`config.mk`:
```
export PLATFORM = sky130hd
export DESIGN_NAME = lru_key_value_cache
export DESIGN_NICKNAME = d
export VERILOG_FILES = /design/src/design/lkvc_pkg.sv /design/src/design/lkvc_match.sv /design/src/design/lru_key_value_cache.sv
export SDC_FILE = /design/constraint.sdc
export NUM_CORES = 2
export LEC_CHECK = 0
export ABC_AREA = 1
export BUFFER_PORTS_ARGS = -buffer_cell sky130_fd_sc_hd__buf_2
export CAP_MARGIN = 20
export CORE_AREA = 5 5 382 384
export CTS_BUF_LIST = sky130_fd_sc_hd__clkbuf_4 sky130_fd_sc_hd__clkbuf_8 sky130_fd_sc_hd__clkbuf_16
export DETAILED_ROUTE_END_ITERATION = 8
export DIE_AREA = 0 0 387 389
export HOLD_SLACK_MARGIN = 0.05
export PLACE_DENSITY = 0.61
export SYNTH_ARGS = -nofsm -noshare
export SYNTH_HDL_FRONTEND = slang
export SYNTH_SLANG_ARGS = --single-unit
export TNS_END_PERCENT = 5
```
`constraint.sdc`:
```
create_clock -name clock -period 7.85 [get_ports clock]
set_clock_uncertainty 0.2 [all_clocks]
set_input_delay 0.3925 -clock clock [delete_from_list [all_inputs] [get_ports clock]]
set_output_delay 0.3925 -clock clock [all_outputs]
set_load 0.01 [all_outputs]
```
`src/design/lkvc_pkg.sv`:
```
// lkvc_pkg: shared types and constants for the LRU key-value cache.
// Holds request codes, field widths and the request/response transaction structs.
// No dependencies.
package lkvc_pkg;

   localparam int KEY_BITS   = 32;
   localparam int VALUE_BITS = 32;
   localparam int CAP_W      = 5;
   localparam int REQ_W      = 2;

   localparam logic [CAP_W-1:0] CAP_RESET = 5'd16;

   localparam logic [REQ_W-1:0] REQ_LOOKUP = 2'd0;
   localparam logic [REQ_W-1:0] REQ_PUT    = 2'd1;
   localparam logic [REQ_W-1:0] REQ_DELETE = 2'd2;

   typedef struct packed {
      logic [REQ_W-1:0]      req_type;
      logic [KEY_BITS-1:0]   key;
      logic [VALUE_BITS-1:0] value;
   } lkvc_req_type;

   typedef struct packed {
      logic                  hit;
      logic [VALUE_BITS-1:0] found_value;
      logic                  evicted;
      logic [KEY_BITS-1:0]   evicted_key;
   } lkvc_rsp_type;

endpackage

```
`src/design/lkvc_match.sv`:
```
// lkvc_match: parallel key compare and slot selection for the LRU cache.
// Finds the hit entry, the least recent entry and the first free slot, all one-hot.
// Depends on lkvc_pkg.
module lkvc_match
   import lkvc_pkg::*;
#(
   parameter int ENTRIES = 16
) (
   input  logic [ENTRIES-1:0]                 valid,
   input  logic [KEY_BITS-1:0]                keys [ENTRIES],
   input  logic [$clog2(ENTRIES)-1:0]         ranks [ENTRIES],
   input  logic [KEY_BITS-1:0]                key,
   input  logic [$clog2(ENTRIES)-1:0]         oldest_rank,
   input  logic                               evict_en,
   output logic [ENTRIES-1:0]                 hit_oh,
   output logic [ENTRIES-1:0]                 oldest_oh,
   output logic [ENTRIES-1:0]                 free_oh
);

   logic [ENTRIES-1:0] occupied;

   always_comb begin
      for (int i = 0; i < ENTRIES; i++) begin
         hit_oh[i]    = valid[i] && (keys[i] == key);
         oldest_oh[i] = valid[i] && (ranks[i] == oldest_rank);
      end
   end

   // the evicted entry frees up before the insert picks its slot
   assign occupied = evict_en ? (valid & ~oldest_oh) : valid;

   // lowest free index wins
   always_comb begin
      free_oh = '0;
      for (int i = ENTRIES - 1; i >= 0; i--) begin
         if (!occupied[i]) begin
            free_oh    = '0;
            free_oh[i] = 1'b1;
         end
      end
   end

endmodule

```
`src/design/lru_key_value_cache.sv`:
```
// lru_key_value_cache: fully associative key-to-handle cache, LRU replacement.
// Requests pass the input register, then the result register driving rsp_valid; throughput 1 transaction
// per cycle unless rsp_stall holds the result, set by the single execute stage: parallel key compare and rank update.
// Reset (synchronous, active high) clears all valid bits, ranks and the use count,
// and sets capacity to 16; key and handle storage is not cleared.
// Depends on lkvc_pkg and lkvc_match.
module lru_key_value_cache
   import lkvc_pkg::*;
#(
   parameter int ENTRIES = 16
) (
   input  logic             clock,
   input  logic             reset,
   input  logic             req_valid,
   output logic             req_stall,
   input  lkvc_req_type     req_payload,
   output logic             rsp_valid,
   input  logic             rsp_stall,
   output lkvc_rsp_type     rsp_payload,
   input  logic             csr_wr_en,
   input  logic [CAP_W-1:0] csr_wr_data
);

   localparam int RANK_W = $clog2(ENTRIES);
   localparam int CNT_W  = $clog2(ENTRIES + 1);
   localparam int CMP_W  = (CNT_W > CAP_W) ? CNT_W : CAP_W;

   // pipeline registers
   logic         in_valid_ff, in_valid_in;
   lkvc_req_type in_data_ff;
   logic         out_valid_ff, out_valid_in;
   lkvc_rsp_type out_data_ff, rsp_next;

   // cache state
   logic [KEY_BITS-1:0]   key_ff   [ENTRIES];
   logic [VALUE_BITS-1:0] value_ff [ENTRIES];
   logic [RANK_W-1:0]     rank_ff  [ENTRIES];
   logic [RANK_W-1:0]     rank_in  [ENTRIES];
   logic [ENTRIES-1:0]    valid_ff, valid_in;
   logic [CNT_W-1:0]      used_ff, used_in;
   logic [CAP_W-1:0]      cap_ff;

   // entry write controls
   logic [ENTRIES-1:0]    key_wr;
   logic [ENTRIES-1:0]    value_wr;

   logic                  accept;
   logic                  advance;
   logic [ENTRIES-1:0]    hit_oh, oldest_oh, free_oh;
   logic                  hit;
   logic [VALUE_BITS-1:0] hit_value;
   logic [KEY_BITS-1:0]   oldest_key;
   logic [RANK_W-1:0]     hit_rank;
   logic [RANK_W-1:0]     oldest_rank;
   logic [CMP_W-1:0]      cap_eff;
   logic                  need_evict;
   logic [CNT_W-1:0]      used_minus1;

   // ---------------------------------------------------------------
   // Handshake: accept into the input register, advance it into the
   // result register when that is empty or being drained.
   // ---------------------------------------------------------------
   assign advance   = in_valid_ff && (!out_valid_ff || !rsp_stall);
   assign req_stall = in_valid_ff && !advance;
   assign accept    = req_valid && !req_stall;

   assign rsp_valid   = out_valid_ff;
   assign rsp_payload = out_data_ff;

   always_comb begin
      in_valid_in = in_valid_ff;
      if (accept) begin
         in_valid_in = 1'b1;
      end else if (advance) begin
         in_valid_in = 1'b0;
      end
   end

   always_comb begin
      out_valid_in = out_valid_ff;
      if (advance) begin
         out_valid_in = 1'b1;
      end else if (!rsp_stall) begin
         out_valid_in = 1'b0;
      end
   end

   // ---------------------------------------------------------------
   // Capacity: zero acts as one, anything above ENTRIES saturates.
   // Valid ranks run 0..used-1, so the oldest entry holds rank used-1.
   // ---------------------------------------------------------------
   always_comb begin
      if (cap_ff == '0) begin
         cap_eff = CMP_W'(1);
      end else if (CMP_W'(cap_ff) > CMP_W'(ENTRIES)) begin
         cap_eff = CMP_W'(ENTRIES);
      end else begin
         cap_eff = CMP_W'(cap_ff);
      end
   end

   assign need_evict  = CMP_W'(used_ff) >= cap_eff;
   assign used_minus1 = used_ff - CNT_W'(1);
   assign oldest_rank = used_minus1[RANK_W-1:0];

   lkvc_match #(
      .ENTRIES(ENTRIES)
   ) u_match (
      .valid      (valid_ff),
      .keys       (key_ff),
      .ranks      (rank_ff),
      .key        (in_data_ff.key),
      .oldest_rank(oldest_rank),
      .evict_en   (need_evict),
      .hit_oh     (hit_oh),
      .oldest_oh  (oldest_oh),
      .free_oh    (free_oh)
   );

   assign hit = |hit_oh;

   // one-hot selects: at most one entry matches, so OR the masked entries
   always_comb begin
      hit_value  = '0;
      oldest_key = '0;
      hit_rank   = '0;
      for (int i = 0; i < ENTRIES; i++) begin
         hit_value  = hit_value  | (value_ff[i] & {VALUE_BITS{hit_oh[i]}});
         oldest_key = oldest_key | (key_ff[i]   & {KEY_BITS{oldest_oh[i]}});
         hit_rank   = hit_rank   | (rank_ff[i]  & {RANK_W{hit_oh[i]}});
      end
   end

   // ---------------------------------------------------------------
   // Execute: result and next state for the transaction in the input
   // register. State only moves when the transaction advances.
   // ---------------------------------------------------------------
   always_comb begin
      rsp_next = '0;
      valid_in = valid_ff;
      rank_in  = rank_ff;
      used_in  = used_ff;
      key_wr   = '0;
      value_wr = '0;
      case (in_data_ff.req_type)
         REQ_LOOKUP: begin
            if (hit) begin
               rsp_next.hit         = 1'b1;
               rsp_next.found_value = hit_value;
               // promote: entries more recent than the hit age by one
               for (int i = 0; i < ENTRIES; i++) begin
                  if (hit_oh[i]) begin
                     rank_in[i] = '0;
                  end else if (valid_ff[i] && (rank_ff[i] < hit_rank)) begin
                     rank_in[i] = rank_ff[i] + RANK_W'(1);
                  end
               end
            end
         end
         REQ_PUT: begin
            if (hit) begin
               rsp_next.hit = 1'b1;
               value_wr     = hit_oh;
               for (int i = 0; i < ENTRIES; i++) begin
                  if (hit_oh[i]) begin
                     rank_in[i] = '0;
                  end else if (valid_ff[i] && (rank_ff[i] < hit_rank)) begin
                     rank_in[i] = rank_ff[i] + RANK_W'(1);
                  end
               end
            end else begin
               if (need_evict) begin
                  rsp_next.evicted     = 1'b1;
                  rsp_next.evicted_key = oldest_key;
               end
               // drop the oldest if needed, age the rest, insert as most recent
               for (int i = 0; i < ENTRIES; i++) begin
                  if (free_oh[i]) begin
                     valid_in[i] = 1'b1;
                     rank_in[i]  = '0;
                  end else if (need_evict && oldest_oh[i]) begin
                     valid_in[i] = 1'b0;
                     rank_in[i]  = '0;
                  end else if (valid_ff[i]) begin
                     rank_in[i] = rank_ff[i] + RANK_W'(1);
                  end
               end
               key_wr   = free_oh;
               value_wr = free_oh;
               if (!need_evict) begin
                  used_in = used_ff + CNT_W'(1);
               end
            end
         end
         REQ_DELETE: begin
            if (hit) begin
               rsp_next.hit         = 1'b1;
               rsp_next.found_value = hit_value;
               // less recent entries move up by one
               for (int i = 0; i < ENTRIES; i++) begin
                  if (hit_oh[i]) begin
                     valid_in[i] = 1'b0;
                     rank_in[i]  = '0;
                  end else if (valid_ff[i] && (rank_ff[i] > hit_rank)) begin
                     rank_in[i] = rank_ff[i] - RANK_W'(1);
                  end
               end
               used_in = used_minus1;
            end
         end
         default: begin
         end
      endcase
   end

   // control state
   always_ff @(posedge clock) begin
      if (reset) begin
         in_valid_ff  <= 1'b0;
         out_valid_ff <= 1'b0;
         valid_ff     <= '0;
         used_ff      <= '0;
         cap_ff       <= CAP_RESET;
         for (int i = 0; i < ENTRIES; i++) begin
            rank_ff[i] <= '0;
         end
      end else begin
         in_valid_ff  <= in_valid_in;
         out_valid_ff <= out_valid_in;
         if (csr_wr_en) begin
            cap_ff <= csr_wr_data;
         end
         if (advance) begin
            valid_ff <= valid_in;
            used_ff  <= used_in;
            rank_ff  <= rank_in;
         end
      end
   end

   // payload: no reset needed
   always_ff @(posedge clock) begin
      if (accept) begin
         in_data_ff <= req_payload;
      end
      if (advance) begin
         out_data_ff <= rsp_next;
         for (int i = 0; i < ENTRIES; i++) begin
            if (key_wr[i]) begin
               key_ff[i] <= in_data_ff.key;
            end
            if (value_wr[i]) begin
               value_ff[i] <= in_data_ff.value;
            end
         end
      end
   end

endmodule

```
==> metrics.md <==
| Metric | Value |
|---|---|
| Gr usage total | `roughly two fifths` |
| Biggest area contributors in the synthesized netlist | `edfxtp_1 54%, nand2_1 12%, nor2_1 5.0%` |
| Logic gate share of total power | `under 10%` |
| Syn-to-layout area delta | `14.27%` |
| Starting DRT DRC Count | `8954` |
| Type of origin of the critical path | `flop` |
| Maximum number of pins on one net before global-route repair | `54` |
| Post-placement worst setup slack | `1.270 ns` |
| Synth warn | `0` |
| Detailed placement HPWL | `235600 µm` |
| Worst hold-check slack | `around 0.084 ns` |
| Number of design rule violations left after detail routing | `0` |
| End point of the worst hold path | `in_data_ff[50]` |
| Startpoint of the lowest-slack hold path | `req_payload[50]` |
| Part of the power in the clock network | `between 40 and 50%` |
| Global-route wire length before repair | `429800 µm` |
| Outcome | `finished with violations` |
| Gr busiest metal | `met2` |
| Flop and latch count out of synthesis | `roughly 1200` |
| RSZ-0062 raised after global routing | `no` |
| Count of maximum capacitance violations | `0` |
| I/O pin count | `144` |
| Worst VDD drop | `0.3494 mV` |
| Longest individual stage delay on the worst path | `1.05 ns` |
| Flop2flop setup slack | `1.17 ns` |
| Highest clock frequency the design can meet | `about 150 MHz` |
| Violations in the final reports | `slew limit` |
| Family with the most delay on the worst path | `simple AND/OR/NAND/NOR gates` |
| Avg Synthesized Cell Area | `9.280 µm²` |
| CP Data Required Time | `8.14 ns` |
| Share of final-layout standard cells stronger than drive strength 1 | `9.569%` |
| Clock tree from TritonCTS | `yes` |
| Net load switching power | `around 4.0 mW` |
| Final setup violation count | `0` |
| Number of buffers between clock root and the deepest sink | `3` |
| HP Class | `primary input to flop` |
| Worst-Margin Slew | `1.607 ns` |
| Cell type with the highest occurrence count on the critical path | `nand2_1` |
| Die footprint | `150500 µm²` |
| GR Layer Usage met3 | `13.64%` |
| Sw frac | `25.82%` |
| Instance area after placement | `68090 µm²` |
| Fin crit period | `approximately 6.7 ns` |
| Number of H-tree levels | `4` |
| Netlist cell types | `63` |
| Number of instances in the placed design | `8942` |
| CTS root buf | `clkbuf_16` |
| Die height | `389 µm` |
| Pint | `11.45 mW` |
| Crit. End Element | `flop` |
| Final-report max-slew violation count | `1` |
| # clock sinks | `1248` |
| CORE AREA | `142400 µm²` |
| Final weighted congestion in routability-driven placement | `~1.1` |
| Routed vias/inst | `6.246` |
| Area of all placed cells without fillers | `73950 µm²` |
| Hold path cells | `2` |
| Initial standard-cell utilization of the core | `a little under half` |
| Cell chain of the critical path | `inv_2 -> nand2_1 -> nand2_1 -> nor2_1 -> nand2_1 -> nor2_1 -> nand2_1 -> nor2_1 -> nand2_1 -> nand4_1 -> nor2_1 -> nand2_1 -> nor2_2 -> buf_4 -> nand2_2 -> nor2_4 -> a31o_2 -> buf_4` |
| Nets | `between 7000 and 8000` |
| Period Utilization, post-route | `~85%` |
| Slowest CP cell | `nor2_4` |
| Congestion Overflow GR | `0` |
| Std-Cell Rows | `approximately 140` |
| Cell area power density | `208.7 nW/µm²` |
| Flop pwr share | `48.2%` |
| Post-detailed-routing wire length | `319000 µm` |
| Worst endpoint data arrival time | `between 6 and 7 ns` |
| Detailed Routing Iterations Pass 1 | `9` |
| PnR worst setup slack | `between 1 and 1.5 ns` |
| Clk_lat worst skew | `0.83 ns` |
| Non-Filler Instances | `about 9300` |
| Horiz. Die Dim | `387 µm` |
| Asr flop ratio synth | `0%` |
| Cell type with the largest total area after synthesis | `edfxtp_1` |
| Syn_nets | `7141` |
| Worst setup path class | `flop to flop` |
| Number of I/O port buffers | `143` |
| Area share of the largest cell type after synthesis | `53.64%` |
| Reg2reg path depth | `18` |
| Hold Vio Cnt, Final | `0` |
| Static Leak | `30.02 nW` |
| Worst flop-to-flop path startpoint | `in_data_ff[38]` |
| Antenna-violating nets left | `0` |
| Dominant register cell in the synthesized netlist | `edfxtp_1` |
| Hold bufs inserted after CTS | `103` |
| Sequential share of the synthesized area | `56.49%` |
| Initial antenna violation count | `19` |
| Post-cts repair resize count | `0` |
| Average routed wire per standard cell | `around 34 µm` |
| Via count of the first global-routing pass | `53931` |
| Post-CTS clock slew at the launch and capture registers of the worst setup and hold paths | `0.06 ns` |
| Count of flip-flops with a built-in enable after synthesis | `1156` |
| Setup TNS | `0 ns` |
| Post-CTS setup-driven buffer insertion count | `0` |
| Total number of vias | `58179` |
| Crit-path max FO | `33` |
| CTS Buf Count | `143` |
| Critical path buffers and inverters | `3` |
| Global routing usage on met2 | `59.29%` |
| Post-Synthesis Cell Area | `about 65000 µm²` |
| Syn Inst Count | `around 7000` |
| Destination of the worst register-to-register timing path | `value_ff[1][5]` |
| Grt met1 use | `a little under three fifths` |
| Worst slew margin | `-7.101%` |
[area by class of cell]
| type | instances | area (µm²) |
|---|---|---|
| repair buffers | 430 | 3258 |
| diodes | 13 | 32.53 |
| flip-flops and latches | 1248 | 36560 |
| multi-input cells | 4694 | 24050 |
| clock inverters | 75 | 875.8 |
| well taps | 1903 | 2381 |
| fillers | 13077 | 68490 |
| inverters | 772 | 2902 |
| clock buffers | 180 | 3894 |
[per-stage QoR]
step / utilization [%] / power (mW)
final: 51.92 / 15.43
after global routing: 51.90 / 15.82
after CTS: 51.88 / 15.42
after detailed placement: 47.80 / 8.652
after global placement: 47.75 / 8.649
after floorplan: - / 8.185
[logic make-up (layout without fill, tap and decap cells)]
logic type / Yosys count / count (layout) / share of synthesized area (%)
adder cells (fa/ha/maj): 91 / 91 / 1.759
AO/OA/AOI/OAI: 955 / 955 / 10.52
buffers and inverters: 1032 / 1457 / 6.651
flip-flops: 1248 / 1248 / 56.49
other: 0 / 13 / 0
XOR/XNOR: 191 / 191 / 2.585
AND/OR/NAND/NOR: 3457 / 3457 / 22.00
[worst reg2reg max path: stages (launching register included)]
cell	delay (ns)
edfxtp_1	0.66
inv_2	0.59
nand2_1	0.19
nand2_1	0.10
nor2_1	0.04
nand2_1	0.20
nor2_1	0.08
nand2_1	0.07
nor2_1	0.05
nand2_1	0.59
nand4_1	0.16
nor2_1	0.34
nand2_1	0.22
nor2_2	0.12
buf_4	0.23
nand2_2	0.46
nor2_4	1.06
a31o_2	0.63
buf_4	0.39
[routing by layer]
layer	wire length, µm	part of all wire [%]
met5	88	0.028
met4	19460	6.1
met3	43120	14
met2	132400	42
met1	123900	39
[power by group through the flow]
stage                     sequential [mW]  clock, mW  combinational (mW)
after floorplan                      7.54          0               0.648
after global placement               7.56          0                1.08
after detailed placement             7.57          0                1.08
after CTS                            7.43       6.86                1.13
after global routing                 7.43       7.15                1.24
final                                7.43       6.82                1.18
[state kept, by name, indices dropped and copies added, names as in the netlist]
register	flops
value_ff	512
key_ff	512
in_valid_ff	1
used_ff	5
rsp_valid	1
rsp_payload	66
valid_ff	16
rank_ff	64
in_data_ff	66
cap_ff	5
[cells in the mapped netlist, types with 17 or more instances]
cell type	n
nand2_2	17
clkinv_1	29
edfxtp_1	1156
nand4_1	190
dfxtp_1	92
ha_1	91
a22o_1	131
nor3_1	56
nor2_1	857
o211ai_1	25
buf_4	53
a41oi_1	57
buf_6	21
nand3_1	228
xor2_1	103
o22ai_1	147
inv_2	32
xnor2_1	88
buf_2	55
a221oi_1	225
a21oi_1	99
inv_1	710
nand2_1	1997
clkbuf_1	125
o21ai_1	22
o21bai_1	26
o21ai_0	177
nand3b_1	24
[worst max path at each step]
stage,cells after the start,start,endpoint
2_1_floorplan,16,cap_ff[0],value_ff[1][64]
3_3_place_gp,18,in_data_ff[38],value_ff[1][236]
3_5_place_dp,18,in_data_ff[38],value_ff[1][236]
4_1_cts,18,in_data_ff[38],value_ff[1][241]
5_1_grt,18,in_data_ff[38],value_ff[1][31]
6_report,18,in_data_ff[38],value_ff[1][5]
[placed cells by master, fill, tap and decap left out, types with 143 or more instances in the layout]
cell type	count
o22ai_1	147
a221oi_1	225
nand2_1	1996
buf_2	144
o21ai_0	177
buf_4	173
nand3_1	227
clkbuf_16	143
edfxtp_1	1156
nand4_1	190
inv_1	707
nor2_1	837
Power figures use the tool's default switching activity.
